File: src/sv/grte_pkg.sv
// ----------------------------------------------------------------------------
// grte_pkg
// Shared types, character codes and helpers for the geometry record text
// extractor.
// ----------------------------------------------------------------------------
package grte_pkg;

	localparam logic [7:0] CH_BSLASH = 8'd92;
	localparam logic [7:0] CH_COMMA  = 8'h2c;
	localparam logic [7:0] CH_MINUS  = 8'h2d;
	localparam logic [7:0] CH_ZERO   = 8'h30;
	localparam logic [7:0] CH_TAB    = 8'h09;
	localparam logic [7:0] CH_NL     = 8'h0a;
	localparam logic [7:0] CH_SPACE  = 8'h20;
	localparam logic [7:0] CH_NONE   = 8'h00;

	localparam int unsigned PAD_W     = 5;
	localparam int unsigned COL_W     = 8;
	localparam logic [PAD_W-1:0] PAD_RESET = 5'd12;
	localparam logic [PAD_W-1:0] PAD_LIMIT = 5'd16;
	localparam logic [PAD_W-1:0] CHARS_MAX = 5'd31;
	localparam logic [COL_W-1:0] COL_MAX   = 8'd255;
	localparam logic [COL_W-1:0] COL_RESET = 8'd1;

	// parse phase, one-hot
	typedef enum logic [8:0] {
		PH_HUNT   = 9'b0_0000_0001,
		PH_SECOND = 9'b0_0000_0010,
		PH_SIGN   = 9'b0_0000_0100,
		PH_MINUS  = 9'b0_0000_1000,
		PH_COMMA  = 9'b0_0001_0000,
		PH_SPIN   = 9'b0_0010_0000,
		PH_CLOSE  = 9'b0_0100_0000,
		PH_BODY   = 9'b0_1000_0000,
		PH_NUMBER = 9'b1_0000_0000
	} phase_t;

	// controller states, one-hot
	typedef enum logic [2:0] {
		S_IDLE = 3'b001,
		S_PAD  = 3'b010,
		S_TAIL = 3'b100
	} ctrl_state_t;

	typedef struct packed {
		logic accept;
		logic emit_pad;
		logic emit_tail_now;
		logic emit_tail_q;
	} ctrl_cmd_t;

	typedef struct packed {
		logic slot_free;
		logic has_pads;
		logic has_tail;
		logic pad_last;
	} dp_sts_t;

	function automatic logic is_blank(input logic [7:0] b);
		return (b == CH_SPACE) || (b == CH_TAB) || (b == CH_NL);
	endfunction

	function automatic logic is_digit(input logic [7:0] b);
		return b inside {[8'h30:8'h39]};
	endfunction

	function automatic logic is_letter(input logic [7:0] b);
		return b inside {[8'h41:8'h5a], [8'h61:8'h7a]};
	endfunction

endpackage

File: src/sv/grte_ctrl.sv
// ----------------------------------------------------------------------------
// grte_ctrl
// Sequencer: takes requests, then plays out zero pads and the closing
// character through the output register.
// ----------------------------------------------------------------------------
module grte_ctrl (
	input  logic               clk,
	input  logic               arst_n,
	input  logic               in_valid,
	output logic               in_stall,
	input  grte_pkg::dp_sts_t  sts,
	output grte_pkg::ctrl_cmd_t cmd
);

	grte_pkg::ctrl_state_t state_q, state_d;

	always_ff @(posedge clk or negedge arst_n) begin
		if (!arst_n) begin
			state_q <= grte_pkg::S_IDLE;
		end else begin
			state_q <= state_d;
		end
	end

	assign in_stall = !((state_q == grte_pkg::S_IDLE) && sts.slot_free);

	always_comb begin
		state_d = state_q;
		cmd     = '0;
		case (state_q)
			grte_pkg::S_IDLE: begin
				if (in_valid && sts.slot_free) begin
					cmd.accept = 1'b1;
					if (sts.has_pads) begin
						state_d = grte_pkg::S_PAD;
					end else begin
						// single result goes straight to the output register
						cmd.emit_tail_now = sts.has_tail;
					end
				end
			end
			grte_pkg::S_PAD: begin
				if (sts.slot_free) begin
					cmd.emit_pad = 1'b1;
					if (sts.pad_last) begin
						state_d = grte_pkg::S_TAIL;
					end
				end
			end
			grte_pkg::S_TAIL: begin
				if (sts.slot_free) begin
					cmd.emit_tail_q = 1'b1;
					state_d         = grte_pkg::S_IDLE;
				end
			end
			default: begin
				state_d = grte_pkg::S_IDLE;
			end
		endcase
	end

	a_one_load: assert property (@(posedge clk) disable iff (!arst_n)
		$onehot0({cmd.emit_pad, cmd.emit_tail_now, cmd.emit_tail_q}))
		else $error("more than one output load in a cycle");

	a_load_free: assert property (@(posedge clk) disable iff (!arst_n)
		(cmd.emit_pad || cmd.emit_tail_now || cmd.emit_tail_q) |-> sts.slot_free)
		else $error("output load while slot busy");

	a_pad_after_accept: assert property (@(posedge clk) disable iff (!arst_n)
		(cmd.accept && sts.has_pads) |=> (state_q == grte_pkg::S_PAD))
		else $error("padding request did not start pad sequence");

endmodule

File: src/sv/grte_dp.sv
// ----------------------------------------------------------------------------
// grte_dp
// Datapath: header/body parse state, byte decode, pad counter, pending
// closing character and the output register.
// ----------------------------------------------------------------------------
module grte_dp (
	input  logic                clk,
	input  logic                arst_n,
	input  logic                cfg_valid,
	input  logic [4:0]          cfg_data,
	input  logic [7:0]          in_byte,
	input  logic                end_of_input,
	input  logic                out_stall,
	input  grte_pkg::ctrl_cmd_t cmd,
	output grte_pkg::dp_sts_t   sts,
	output logic                out_valid,
	output logic [7:0]          out_byte,
	output logic                is_last,
	output logic                parse_error,
	output logic [7:0]          column_count
);

	logic [grte_pkg::PAD_W-1:0] pad_width_q;
	grte_pkg::phase_t           phase_q, phase_d;
	logic [grte_pkg::PAD_W-1:0] chars_q, chars_d;
	logic [grte_pkg::COL_W-1:0] cols_q, cols_d;
	logic                       counting_q, counting_d;

	logic [grte_pkg::PAD_W-1:0] pad_rem_q, pads_d;
	logic [7:0]                 tail_byte_q, tail_byte_d;
	logic                       tail_last_q, tail_last_d;
	logic                       tail_err_q, tail_err_d;
	logic [grte_pkg::COL_W-1:0] tail_cols_q, tail_cols_d;
	logic                       tail_vld_d;

	logic                       out_valid_q;
	logic [7:0]                 out_byte_q;
	logic                       out_last_q;
	logic                       out_err_q;
	logic [grte_pkg::COL_W-1:0] out_cols_q;

	logic [grte_pkg::PAD_W-1:0] pad_eff;
	logic [grte_pkg::PAD_W-1:0] pad_need;
	logic [grte_pkg::COL_W-1:0] cols_inc;

	assign pad_eff  = (pad_width_q > grte_pkg::PAD_LIMIT) ? grte_pkg::PAD_LIMIT : pad_width_q;
	assign pad_need = (chars_q < pad_eff) ? (pad_eff - chars_q) : '0;
	assign cols_inc = (counting_q && (cols_q != grte_pkg::COL_MAX)) ?
		(cols_q + 8'd1) : cols_q;

	// decode one request against the current parse state
	always_comb begin
		logic restart;
		restart     = 1'b0;
		phase_d     = phase_q;
		chars_d     = chars_q;
		cols_d      = cols_q;
		counting_d  = counting_q;
		pads_d      = '0;
		tail_vld_d  = 1'b0;
		tail_byte_d = grte_pkg::CH_NONE;
		tail_last_d = 1'b0;
		tail_err_d  = 1'b0;
		tail_cols_d = '0;
		if (end_of_input) begin
			tail_vld_d  = 1'b1;
			tail_last_d = 1'b1;
			restart     = 1'b1;
			if (phase_q == grte_pkg::PH_HUNT) begin
				tail_err_d  = 1'b1;
				tail_cols_d = cols_q;
			end else if (phase_q == grte_pkg::PH_NUMBER) begin
				pads_d      = pad_need;
				tail_byte_d = grte_pkg::CH_NL;
				tail_cols_d = cols_inc;
			end else begin
				tail_byte_d = grte_pkg::CH_NL;
				tail_cols_d = cols_q;
			end
		end else begin
			case (phase_q)
				grte_pkg::PH_HUNT: begin
					phase_d = (in_byte == grte_pkg::CH_BSLASH) ?
						grte_pkg::PH_SECOND : grte_pkg::PH_HUNT;
				end
				grte_pkg::PH_SECOND: begin
					if (!grte_pkg::is_blank(in_byte)) begin
						phase_d = (in_byte == grte_pkg::CH_BSLASH) ?
							grte_pkg::PH_SIGN : grte_pkg::PH_HUNT;
					end
				end
				grte_pkg::PH_SIGN: begin
					if (!grte_pkg::is_blank(in_byte)) begin
						if (grte_pkg::is_digit(in_byte)) begin
							phase_d = grte_pkg::PH_COMMA;
						end else if (in_byte == grte_pkg::CH_MINUS) begin
							phase_d = grte_pkg::PH_MINUS;
						end else begin
							phase_d = grte_pkg::PH_HUNT;
						end
					end
				end
				grte_pkg::PH_MINUS: begin
					// no blank allowed between sign and digit
					phase_d = grte_pkg::is_digit(in_byte) ?
						grte_pkg::PH_COMMA : grte_pkg::PH_HUNT;
				end
				grte_pkg::PH_COMMA: begin
					if (!grte_pkg::is_blank(in_byte)) begin
						phase_d = (in_byte == grte_pkg::CH_COMMA) ?
							grte_pkg::PH_SPIN : grte_pkg::PH_HUNT;
					end
				end
				grte_pkg::PH_SPIN: begin
					if (!grte_pkg::is_blank(in_byte)) begin
						phase_d = grte_pkg::is_digit(in_byte) ?
							grte_pkg::PH_CLOSE : grte_pkg::PH_HUNT;
					end
				end
				grte_pkg::PH_CLOSE: begin
					if (!grte_pkg::is_blank(in_byte)) begin
						phase_d = (in_byte == grte_pkg::CH_BSLASH) ?
							grte_pkg::PH_BODY : grte_pkg::PH_HUNT;
					end
				end
				grte_pkg::PH_BODY: begin
					if (in_byte == grte_pkg::CH_BSLASH) begin
						tail_vld_d  = 1'b1;
						tail_byte_d = grte_pkg::CH_NL;
						tail_last_d = 1'b1;
						tail_cols_d = cols_q;
						restart     = 1'b1;
					end else if (grte_pkg::is_letter(in_byte)) begin
						tail_vld_d  = 1'b1;
						tail_byte_d = in_byte;
					end else if (in_byte == grte_pkg::CH_COMMA) begin
						tail_vld_d  = 1'b1;
						tail_byte_d = grte_pkg::CH_TAB;
					end else if (grte_pkg::is_digit(in_byte) ||
							(in_byte == grte_pkg::CH_MINUS)) begin
						tail_vld_d  = 1'b1;
						tail_byte_d = in_byte;
						chars_d     = 5'd1;
						phase_d     = grte_pkg::PH_NUMBER;
					end
				end
				grte_pkg::PH_NUMBER: begin
					if (grte_pkg::is_blank(in_byte)) begin
						phase_d = grte_pkg::PH_NUMBER;
					end else if ((in_byte == grte_pkg::CH_COMMA) ||
							(in_byte == grte_pkg::CH_BSLASH)) begin
						pads_d     = pad_need;
						cols_d     = cols_inc;
						chars_d    = '0;
						tail_vld_d = 1'b1;
						phase_d    = grte_pkg::PH_BODY;
						if (in_byte == grte_pkg::CH_BSLASH) begin
							// end of first line stops the column count
							tail_byte_d = grte_pkg::CH_NL;
							counting_d  = 1'b0;
						end else begin
							tail_byte_d = grte_pkg::CH_TAB;
						end
					end else begin
						tail_vld_d  = 1'b1;
						tail_byte_d = in_byte;
						if (chars_q != grte_pkg::CHARS_MAX) begin
							chars_d = chars_q + 5'd1;
						end
					end
				end
				default: begin
					phase_d = grte_pkg::PH_HUNT;
				end
			endcase
		end
		if (restart) begin
			phase_d    = grte_pkg::PH_HUNT;
			chars_d    = '0;
			cols_d     = grte_pkg::COL_RESET;
			counting_d = 1'b1;
		end
	end

	always_ff @(posedge clk or negedge arst_n) begin
		if (!arst_n) begin
			pad_width_q <= grte_pkg::PAD_RESET;
			phase_q     <= grte_pkg::PH_HUNT;
			chars_q     <= '0;
			cols_q      <= grte_pkg::COL_RESET;
			counting_q  <= 1'b1;
			pad_rem_q   <= '0;
			out_valid_q <= 1'b0;
		end else begin
			if (cfg_valid) begin
				pad_width_q <= cfg_data;
			end
			if (cmd.accept) begin
				phase_q    <= phase_d;
				chars_q    <= chars_d;
				cols_q     <= cols_d;
				counting_q <= counting_d;
				pad_rem_q  <= pads_d;
			end else if (cmd.emit_pad) begin
				pad_rem_q <= pad_rem_q - 5'd1;
			end
			if (cmd.emit_pad || cmd.emit_tail_now || cmd.emit_tail_q) begin
				out_valid_q <= 1'b1;
			end else if (!out_stall) begin
				out_valid_q <= 1'b0;
			end
		end
	end

	// payload registers
	always_ff @(posedge clk) begin
		if (cmd.accept) begin
			tail_byte_q <= tail_byte_d;
			tail_last_q <= tail_last_d;
			tail_err_q  <= tail_err_d;
			tail_cols_q <= tail_cols_d;
		end
		if (cmd.emit_pad) begin
			out_byte_q <= grte_pkg::CH_ZERO;
			out_last_q <= 1'b0;
			out_err_q  <= 1'b0;
			out_cols_q <= '0;
		end else if (cmd.emit_tail_now) begin
			out_byte_q <= tail_byte_d;
			out_last_q <= tail_last_d;
			out_err_q  <= tail_err_d;
			out_cols_q <= tail_cols_d;
		end else if (cmd.emit_tail_q) begin
			out_byte_q <= tail_byte_q;
			out_last_q <= tail_last_q;
			out_err_q  <= tail_err_q;
			out_cols_q <= tail_cols_q;
		end
	end

	assign sts.slot_free = !out_valid_q || !out_stall;
	assign sts.has_pads  = (pads_d != '0);
	assign sts.has_tail  = tail_vld_d;
	assign sts.pad_last  = (pad_rem_q == 5'd1);

	assign out_valid    = out_valid_q;
	assign out_byte     = out_byte_q;
	assign is_last      = out_last_q;
	assign parse_error  = out_err_q;
	assign column_count = out_cols_q;

	a_pad_nonzero: assert property (@(posedge clk) disable iff (!arst_n)
		cmd.emit_pad |-> (pad_rem_q != '0))
		else $error("pad emitted with empty pad counter");

	a_count_stop_in_body: assert property (@(posedge clk) disable iff (!arst_n)
		!counting_q |-> ((phase_q == grte_pkg::PH_BODY) || (phase_q == grte_pkg::PH_NUMBER)))
		else $error("column count stopped outside record body");

	a_cols_on_last: assert property (@(posedge clk) disable iff (!arst_n)
		(out_valid_q && out_last_q) |-> (out_cols_q != '0))
		else $error("last result without column count");

	a_err_shape: assert property (@(posedge clk) disable iff (!arst_n)
		(out_valid_q && out_err_q) |-> (out_last_q && (out_byte_q == grte_pkg::CH_NONE)))
		else $error("error result not final or carries a character");

endmodule

File: src/sv/geometry_record_text_extractor.sv
// ----------------------------------------------------------------------------
// geometry_record_text_extractor
// Hunts a geometry record header in a byte stream and converts its body to
// tab separated, zero padded text.
// ----------------------------------------------------------------------------
// One byte is taken per cycle while the output register is free and no pad
// sequence runs. A comma or backslash closing a number, or end of input inside
// a number, gives max(pad_width - number characters, 0) zero pads and then a
// tab or newline, one per cycle from the pad sequencer while the output
// register is free; the input stalls until they are out. End of input while
// hunting a header returns one result with parse_error and is_last set; every
// record ends with a result carrying is_last and the column count. The user
// must write pad_width through the cfg port only while the block is idle; the
// block leaves this to the user. pad_width resets to 12; above 16 acts as 16.
module geometry_record_text_extractor (
	input  logic       clk,
	input  logic       arst_n,
	input  logic       cfg_valid,
	output logic       cfg_ready,
	input  logic [4:0] cfg_data,
	input  logic       in_valid,
	output logic       in_stall,
	input  logic [7:0] in_byte,
	input  logic       end_of_input,
	output logic       out_valid,
	input  logic       out_stall,
	output logic [7:0] out_byte,
	output logic       is_last,
	output logic       parse_error,
	output logic [7:0] column_count
);

	grte_pkg::ctrl_cmd_t cmd;
	grte_pkg::dp_sts_t   sts;

	assign cfg_ready = 1'b1;

	grte_ctrl u_ctrl (
		.clk      (clk),
		.arst_n   (arst_n),
		.in_valid (in_valid),
		.in_stall (in_stall),
		.sts      (sts),
		.cmd      (cmd)
	);

	grte_dp u_dp (
		.clk          (clk),
		.arst_n       (arst_n),
		.cfg_valid    (cfg_valid),
		.cfg_data     (cfg_data),
		.in_byte      (in_byte),
		.end_of_input (end_of_input),
		.out_stall    (out_stall),
		.cmd          (cmd),
		.sts          (sts),
		.out_valid    (out_valid),
		.out_byte     (out_byte),
		.is_last      (is_last),
		.parse_error  (parse_error),
		.column_count (column_count)
	);

endmodule
File: config.mk
export PLATFORM = sky130hd
export DESIGN_NAME = geometry_record_text_extractor
export DESIGN_NICKNAME = d
export VERILOG_FILES = /design/src/sv/grte_pkg.sv /design/src/sv/grte_ctrl.sv /design/src/sv/grte_dp.sv /design/src/sv/geometry_record_text_extractor.sv
export SDC_FILE = /design/constraint.sdc
export NUM_CORES = 1
export LEC_CHECK = 0
export BUFFER_PORTS_ARGS = -buffer_cell sky130_fd_sc_hd__buf_2
export CORE_MARGIN = 8
export CORE_UTILIZATION = 45
export CTS_CLUSTER_DIAMETER = 50
export DETAILED_ROUTE_END_ITERATION = 12
export MAX_ROUTING_LAYER = met4
export PLACE_DENSITY_LB_ADDON = 0.1
export SETUP_SLACK_MARGIN = 0.3
export SLEW_MARGIN = 40
export SYNTH_ARGS = -nofsm -noshare
export SYNTH_HDL_FRONTEND = slang
export SYNTH_SLANG_ARGS = --single-unit
File: constraint.sdc
create_clock -name clk -period 3 [get_ports clk]
set_clock_uncertainty 0.2 [all_clocks]
set_input_delay 0.75 -clock clk [delete_from_list [all_inputs] [get_ports clk]]
set_output_delay 0.75 -clock clk [all_outputs]
set_load 0.02 [all_outputs]
; ---- After elaboration in Yosys (flattened, before gate mapping)
; Index checks and enable logic that the tools add are counted.
[word_totals]
out_inout_bits = 21
elab_cells = 203
input_bits = 19
register_bits = 73
[op_classes]
n_reduce_logical = 29
n_lt_le_gt_ge = 8
mux = 105
n_addsub = 4
eq_ne = 41
[ops]
columns = operator, n
row1 = 8-bit two-way mux, 23
row2 = 9-bit two-way mux, 14
row3 = 5-bit two-way mux, 20
row4 = 9-bit case mux with 9 select lines, 1
row5 = 1-bit two-way mux, 31
row6 = "3-bit by 2-bit inequality test with 1-bit output, second input constant", 9
row7 = "8-bit by 6-bit == test with 1-bit output, second input constant", 3
row8 = 3-bit two-way mux, 6
row9 = "8-bit by 4-bit == test with 1-bit output, second input constant", 2
row10 = "8-bit by 7-bit >= comparator with 1-bit output, second input constant", 2
row11 = "8-bit by 7-bit less-or-equal comparator with 1-bit output, second input constant", 2
row12 = 8-bit case mux with 2 select lines, 1
row13 = 12-bit AND reduction, 1
row14 = 2-bit nonzero test, 6
row15 = "2-bit by 1-bit inequality test with 1-bit output, second input constant", 5
row16 = 5-bit case mux with 2 select lines, 1
row17 = 5-bit AND reduction, 2
row18 = "9-bit by 1-bit == test with 1-bit output, second input constant", 1
row19 = "9-bit by 2-bit == test with 1-bit output, second input constant", 1
row20 = "9-bit by 3-bit == test with 1-bit output, second input constant", 1
row21 = "9-bit by 4-bit == test with 1-bit output, second input constant", 1
row22 = "9-bit by 5-bit == test with 1-bit output, second input constant", 1
row23 = "9-bit by 6-bit == test with 1-bit output, second input constant", 1
row24 = "9-bit by 7-bit == test with 1-bit output, second input constant", 1
row25 = other kinds (33), 51

; ---- Longest topological paths before layout
[depth]
ltp_word = 15
depth_mapped = 13
ltp_nobuf = 11

; ---- Modules after synthesis
; A second synthesis with hierarchy kept.
[unflattened]
hier_cells = 466
hier_area_um2 = 4620.7
[modules_own_cells]
columns = mod, cells_each, area_per_inst_um2, n_inst, seq_area_each_um2
row1 = grte_dp, 447, 4416.7, 1, 1757.9
row2 = grte_ctrl, 17, 192.7, 1, 76.3
row3 = geometry_record_text_extractor, 2, 11.3, 1, 0.0

; ---- Worst setup path after synthesis
; OpenSTA, ideal clock, no wires.
[synth_path]
path_kind = input to register
from = in in_byte[4]
to = reg u_ctrl.state_q[1]
arrival_ns = 2.777
t_required_ns = 2.722
setup_time_ns = 0.078
path_stages = 8
setup_slack_ns = -0.054
path_buffers = 1
cell_sequence = clkbuf_1 or3b_1 a2111o_1 nand2_1 nand3_1 or3_1 or3_1 a21oi_1
[synth_via]
elab_chain_len = 9
word_cells_on_any_way = 15
classes_between = eq/ne (6) / mux (4) / reduce/logical (5)
[synth_lines]
columns = item, line
row1 = "start, declared", geometry_record_text_extractor.sv:23  ; input logic [7:0] in_byte,
row2 = "8-bit by 6-bit == test with 1-bit output, or another cell as far along", grte_dp.sv:150  ; end else if ((in_byte == grte_pkg::CH_COMMA) ||
row3 = "1-bit logical OR, on equally long branches", "grte_dp.sv:150, grte_pkg.sv:60"
row4 = 5-bit two-way mux / 1-bit logical OR (equally long branches), "grte_dp.sv:150, grte_pkg.sv:60"
row5 = 5-bit two-way mux (*), grte_dp.sv:148  ; if (grte_pkg::is_blank(in_byte)) begin
row6 = 5-bit two-way mux (*), grte_dp.sv:81  ; case (phase_q)
row7 = 5-bit two-way mux (*), grte_dp.sv:65  ; if (end_of_input) begin
row8 = 5-bit nonzero test (*), grte_dp.sv:242  ; assign sts.has_pads = (pads_d != '0);
row9 = 2-bit inequality test (no source line) (*), n/a
row10 = 5-bit AND reduction (no source line) (*), n/a
row11 = "end signal, assigned", grte_ctrl.sv:19  ; state_q <= grte_pkg::S_IDLE;
row12 = "end signal, assigned", grte_ctrl.sv:21  ; state_q <= state_d;
row13 = "end, declared", grte_ctrl.sv:15  ; grte_pkg::ctrl_state_t state_q, state_d;
; Every way passes the cells marked *; elsewhere a longest branch is shown, timed or not.
; A chain may end at the register's enable or synchronous reset.

; ---- Worst setup path in the final report
[layout_path]
from = reg u_dp.phase_q[5]
to = reg u_dp.out_cols_q (netlist bit u_dp.column_count[7])
[layout_via]
word_cells_on_any_way = 19
classes_between = eq/ne (3) / mux (14) / reduce/logical (2)
[layout_rtl]
columns = item, line
row1 = "start, declared", grte_dp.sv:24  ; grte_pkg::phase_t phase_q, phase_d;
row2 = "start signal, assigned", grte_dp.sv:188  ; phase_q <= grte_pkg::PH_HUNT;
row3 = "start signal, assigned", grte_dp.sv:199  ; phase_q <= phase_d;
row4 = 9-bit == test, grte_dp.sv:72  ; end else if (phase_q == grte_pkg::PH_NUMBER) begin
row5 = 8-bit two-way mux, grte_dp.sv:72
row6 = 8-bit two-way mux, grte_dp.sv:69  ; if (phase_q == grte_pkg::PH_HUNT) begin
row7 = 8-bit two-way mux (*), grte_dp.sv:65
row8 = net u_dp.tail_cols_d (one bit), grte_dp.sv:33  ; logic [grte_pkg::COL_W-1:0] tail_cols_q, tail_cols_d;
row9 = 8-bit two-way mux (*), grte_dp.sv:228  ; end else if (cmd.emit_tail_now) begin
row10 = "end signal, assigned", grte_dp.sv:232  ; out_cols_q <= tail_cols_d;
row11 = "end signal, assigned", grte_dp.sv:237  ; out_cols_q <= tail_cols_q;
row12 = "end, declared", grte_dp.sv:40  ; logic [grte_pkg::COL_W-1:0] out_cols_q;
; The timed path passes the listed nets; every way through them passes the cells marked *.

==> impl_metrics.tcl <==
set metrics [dict create \
    finalCritPeriodShare_pct 91.9 \
    mostFrequentLayoutCell "buf_4" \
    row_count 36 \
    status "finished, final reports clean" \
    syn_inst 480 \
    ant_nets 0 \
    layout-drive-gt1-share_pct 37.0 \
    drv_cap 0 \
    setup_viol 0 \
    antenna_found_initial 0 \
    worst_slack_ns 0.244 \
    cts_tree "built" \
    worst-endpoint-required_ns 3.08 \
    slew_headroom_pct 47.2 \
    area_growth_pct 29.6 \
    grt_pass1_vias 3996 \
    vdd_drop_max_mv 0.271 \
    gp_congestion 0.878 \
    routed_wl_mm 12.3 \
    arrival_ns 2.83 \
    clock_sinks 73 \
    dieArea_um2 13400 \
    clk_path_buf_depth 2 \
    cp_max_fo 7 \
    cts_made_buffers 9 \
    initial_utilization_pct 46.0 \
    diodes 0 \
    grt_pass1_wl_mm 19.7 \
    fp.dieH_um 116 \
    tns_ns 0 \
    hold_class "in -> async" \
    dp_cells 673 \
    io_buffer_count 38 \
    rsz0062_at_grt "true" \
    cp-end-kind "register" \
    cts-root-buf "clkbuf_8" \
    h-tree-depth 3 \
    route.detailed.drc 0 \
    fmax_ghz 0.363 \
    grt_max_degree 38 \
    place_ws_ns -0.0160 \
    ys_ff_latch 73 \
    vias 4046 \
    r2r_end "u_dp.column_count[7]" \
    path_class "reg -> reg" \
    synth_flop_cell "dfrtp_1" \
    viasPerCell 5.73 \
    clk_latency_ns 0.35 \
    async_reset_ff_share_pct 50.7 \
    gr-usage-all-layers_pct 19.0 \
    power_leakage_nw 2.50 \
    drt-initial-drc-count 282 \
    syn_nets 510 \
    p_total_mw 2.39 \
    post_drt_wl_per_cell_um 17.4 \
    avgSynthCellArea_um2 9.33 \
    reg2reg_depth 5 \
    firstDrtPassIters 5 \
    ys_types 74 \
    r2r_slack_ns 0.24 \
    hold_violations 0 \
    yosysSeqAreaShare_pct 40.9 \
    r2r_start "u_dp.phase_q[5]" \
    tightest_slew_ns 0.782 \
    fin_cells 706 \
    synth_edf_count 18 \
    fin_crit_ns 2.76 \
    fin_nets 598 \
    globalRoute.totalOverflow 0 \
    netlist_area_um2 4480 \
    ioPinCount 40 \
    dp_hpwl_mm 8.76 \
    worst_setup_path_start_kind "register" \
    final_cell_mix "buf_4, buf_2, nand2_1, nor2_1, o21ai_0" \
    clk_pin_slew_ns 0.09 \
    slew_violations 0 \
    die_w_um 116 \
    ys_warn_count 0 \
    cellPowerDensity_nw_per_um2 412 \
    core_um2 9730 \
    whs_ns 0.159 \
]
-- sequential cells by signal (all words and copies together), names as in the netlist --
name	cells
u_dp.out_valid	1
u_dp.counting_q	1
u_dp.out_byte	8
u_dp.tail_cols_q	8
u_dp.parse_error	1
u_dp.tail_byte_q	8
u_dp.is_last	1
u_dp.chars_q	5
u_ctrl.state_q	3
u_dp.pad_rem_q	5
u_dp.pad_width_q	5
u_dp.tail_last_q	1
u_dp.phase_q	9
u_dp.tail_err_q	1
u_dp.column_count	8
u_dp.cols_q	8
-- timing repair --
item,4_1_cts,5_1_grt
resized for setup,11,35
setup endpoints to repair,43,48
gates cloned,1,2
hold buffers,0,0
pin swaps,4,12
hold endpoints to repair,0,0
setup buffers,7,7
-- kinds of logic after synthesis --
family	Yosys count	share of synthesized area, %
buf+inv	44	4.61
compound gates	123	19.7
mux	35	8.21
xor+xnor	10	1.96
fa+ha+maj	11	3.24
simple gates	183	21.2
flops	73	40.9
other cells	1	0.0837
-- stage by stage --
stage	utilization [%]	cell area [µm²]
after floorplan	-	4670
after global placement	53.7	5220
after detailed placement	53.7	5220
after CTS	57.1	5560
after global routing	59.7	5800
final	59.7	5800
-- per-layer routing --
layer / wire length (µm) / part of all wire (%) / track usage (%) / vias to the layer above
met2: 5920 / 48 / 31.0 / 103
met5: 0 / 0 / - / -
met4: 155 / 1.3 / 4.84 / 0
li1: - / - / - / 1971
met1: 5700 / 46 / 23.9 / 1957
met3: 486 / 4.0 / 3.07 / 15
-- worst max-delay path, cell delays in order (launching register included) --
cell	delay [ns]
dfrtp_1	0.40
or4_4	0.54
or3_4	0.42
o41ai_1	0.73
o221ai_2	0.22
a31oi_1	0.19
-- cells in the mapped netlist, types with 3 or more instances --
cell type  number  area, µm²
a21o_1          3       22.5
a21oi_1        18       90.1
a22o_1          3       26.3
a31o_2          4       35.0
a31oi_1         3       18.8
and2_1          9       56.3
buf_2           9       45.0
buf_6           3       33.8
clkbuf_1       12       45.0
dfrtp_1        31        776
dfstp_2         6        158
dfxtp_1        18        360
edfxtp_1       18        541
ha_1           10        125
inv_1          16       60.1
mux2_2         14        158
mux2i_1        21        210
nand2_1        44        165
nand3_1        20        100
nand4_1        13       81.3
nand4b_1        3       26.3
nor2_1         34        128
nor2b_1        13       81.3
nor3_1         14       70.1
nor4_1          8       50.1
o211ai_1        4       30.0
o21a_1          3       22.5
o21ai_0        38        190
o221ai_1        3       26.3
o31ai_1         9       67.6
o31ai_2         9        113
o41ai_1         4       35.0
or3_1           3       18.8
or4_1           4       30.0
xnor2_1         5       43.8
xor2_1          5       43.8
-- how the worst max path moves through the flow --
stage / startpoint / end / slack (ns) / cells after the start
after floorplan: in_byte[4] / u_ctrl.state_q[1] / 0.11 / 8
after global placement: in_byte[4] / u_dp.phase_q[4] / 0.005 / 9
after detailed placement: in_byte[4] / u_dp.chars_q[2] / -0.02 / 9
after CTS: u_dp.phase_q[5] / u_dp.column_count[5] / 0.21 / 8
after global routing: u_dp.phase_q[5] / u_dp.column_count[1] / 0.18 / 8
final: u_dp.phase_q[5] / u_dp.column_count[7] / 0.24 / 5
-- report_power, final --
group | internal, mW | leakage, nW | switching (mW)
clock network | 0.472 | 0.0991 | 0.403
registers | 1.06 | 0.811 | 0.0274
logic | 0.188 | 1.59 | 0.238
total | 1.72 | 2.50 | 0.669
-- final cells by class --
class	count	area [µm²]
clock buffers	10	128
clock inverters	6	91.3
fillers	867	3930
inverters	18	67.6
multi-input cells	364	2770
flip-flops and latches	73	1840
well taps	133	166
repair buffers	102	749
Note: power is estimated with default switching activity, not from simulation.
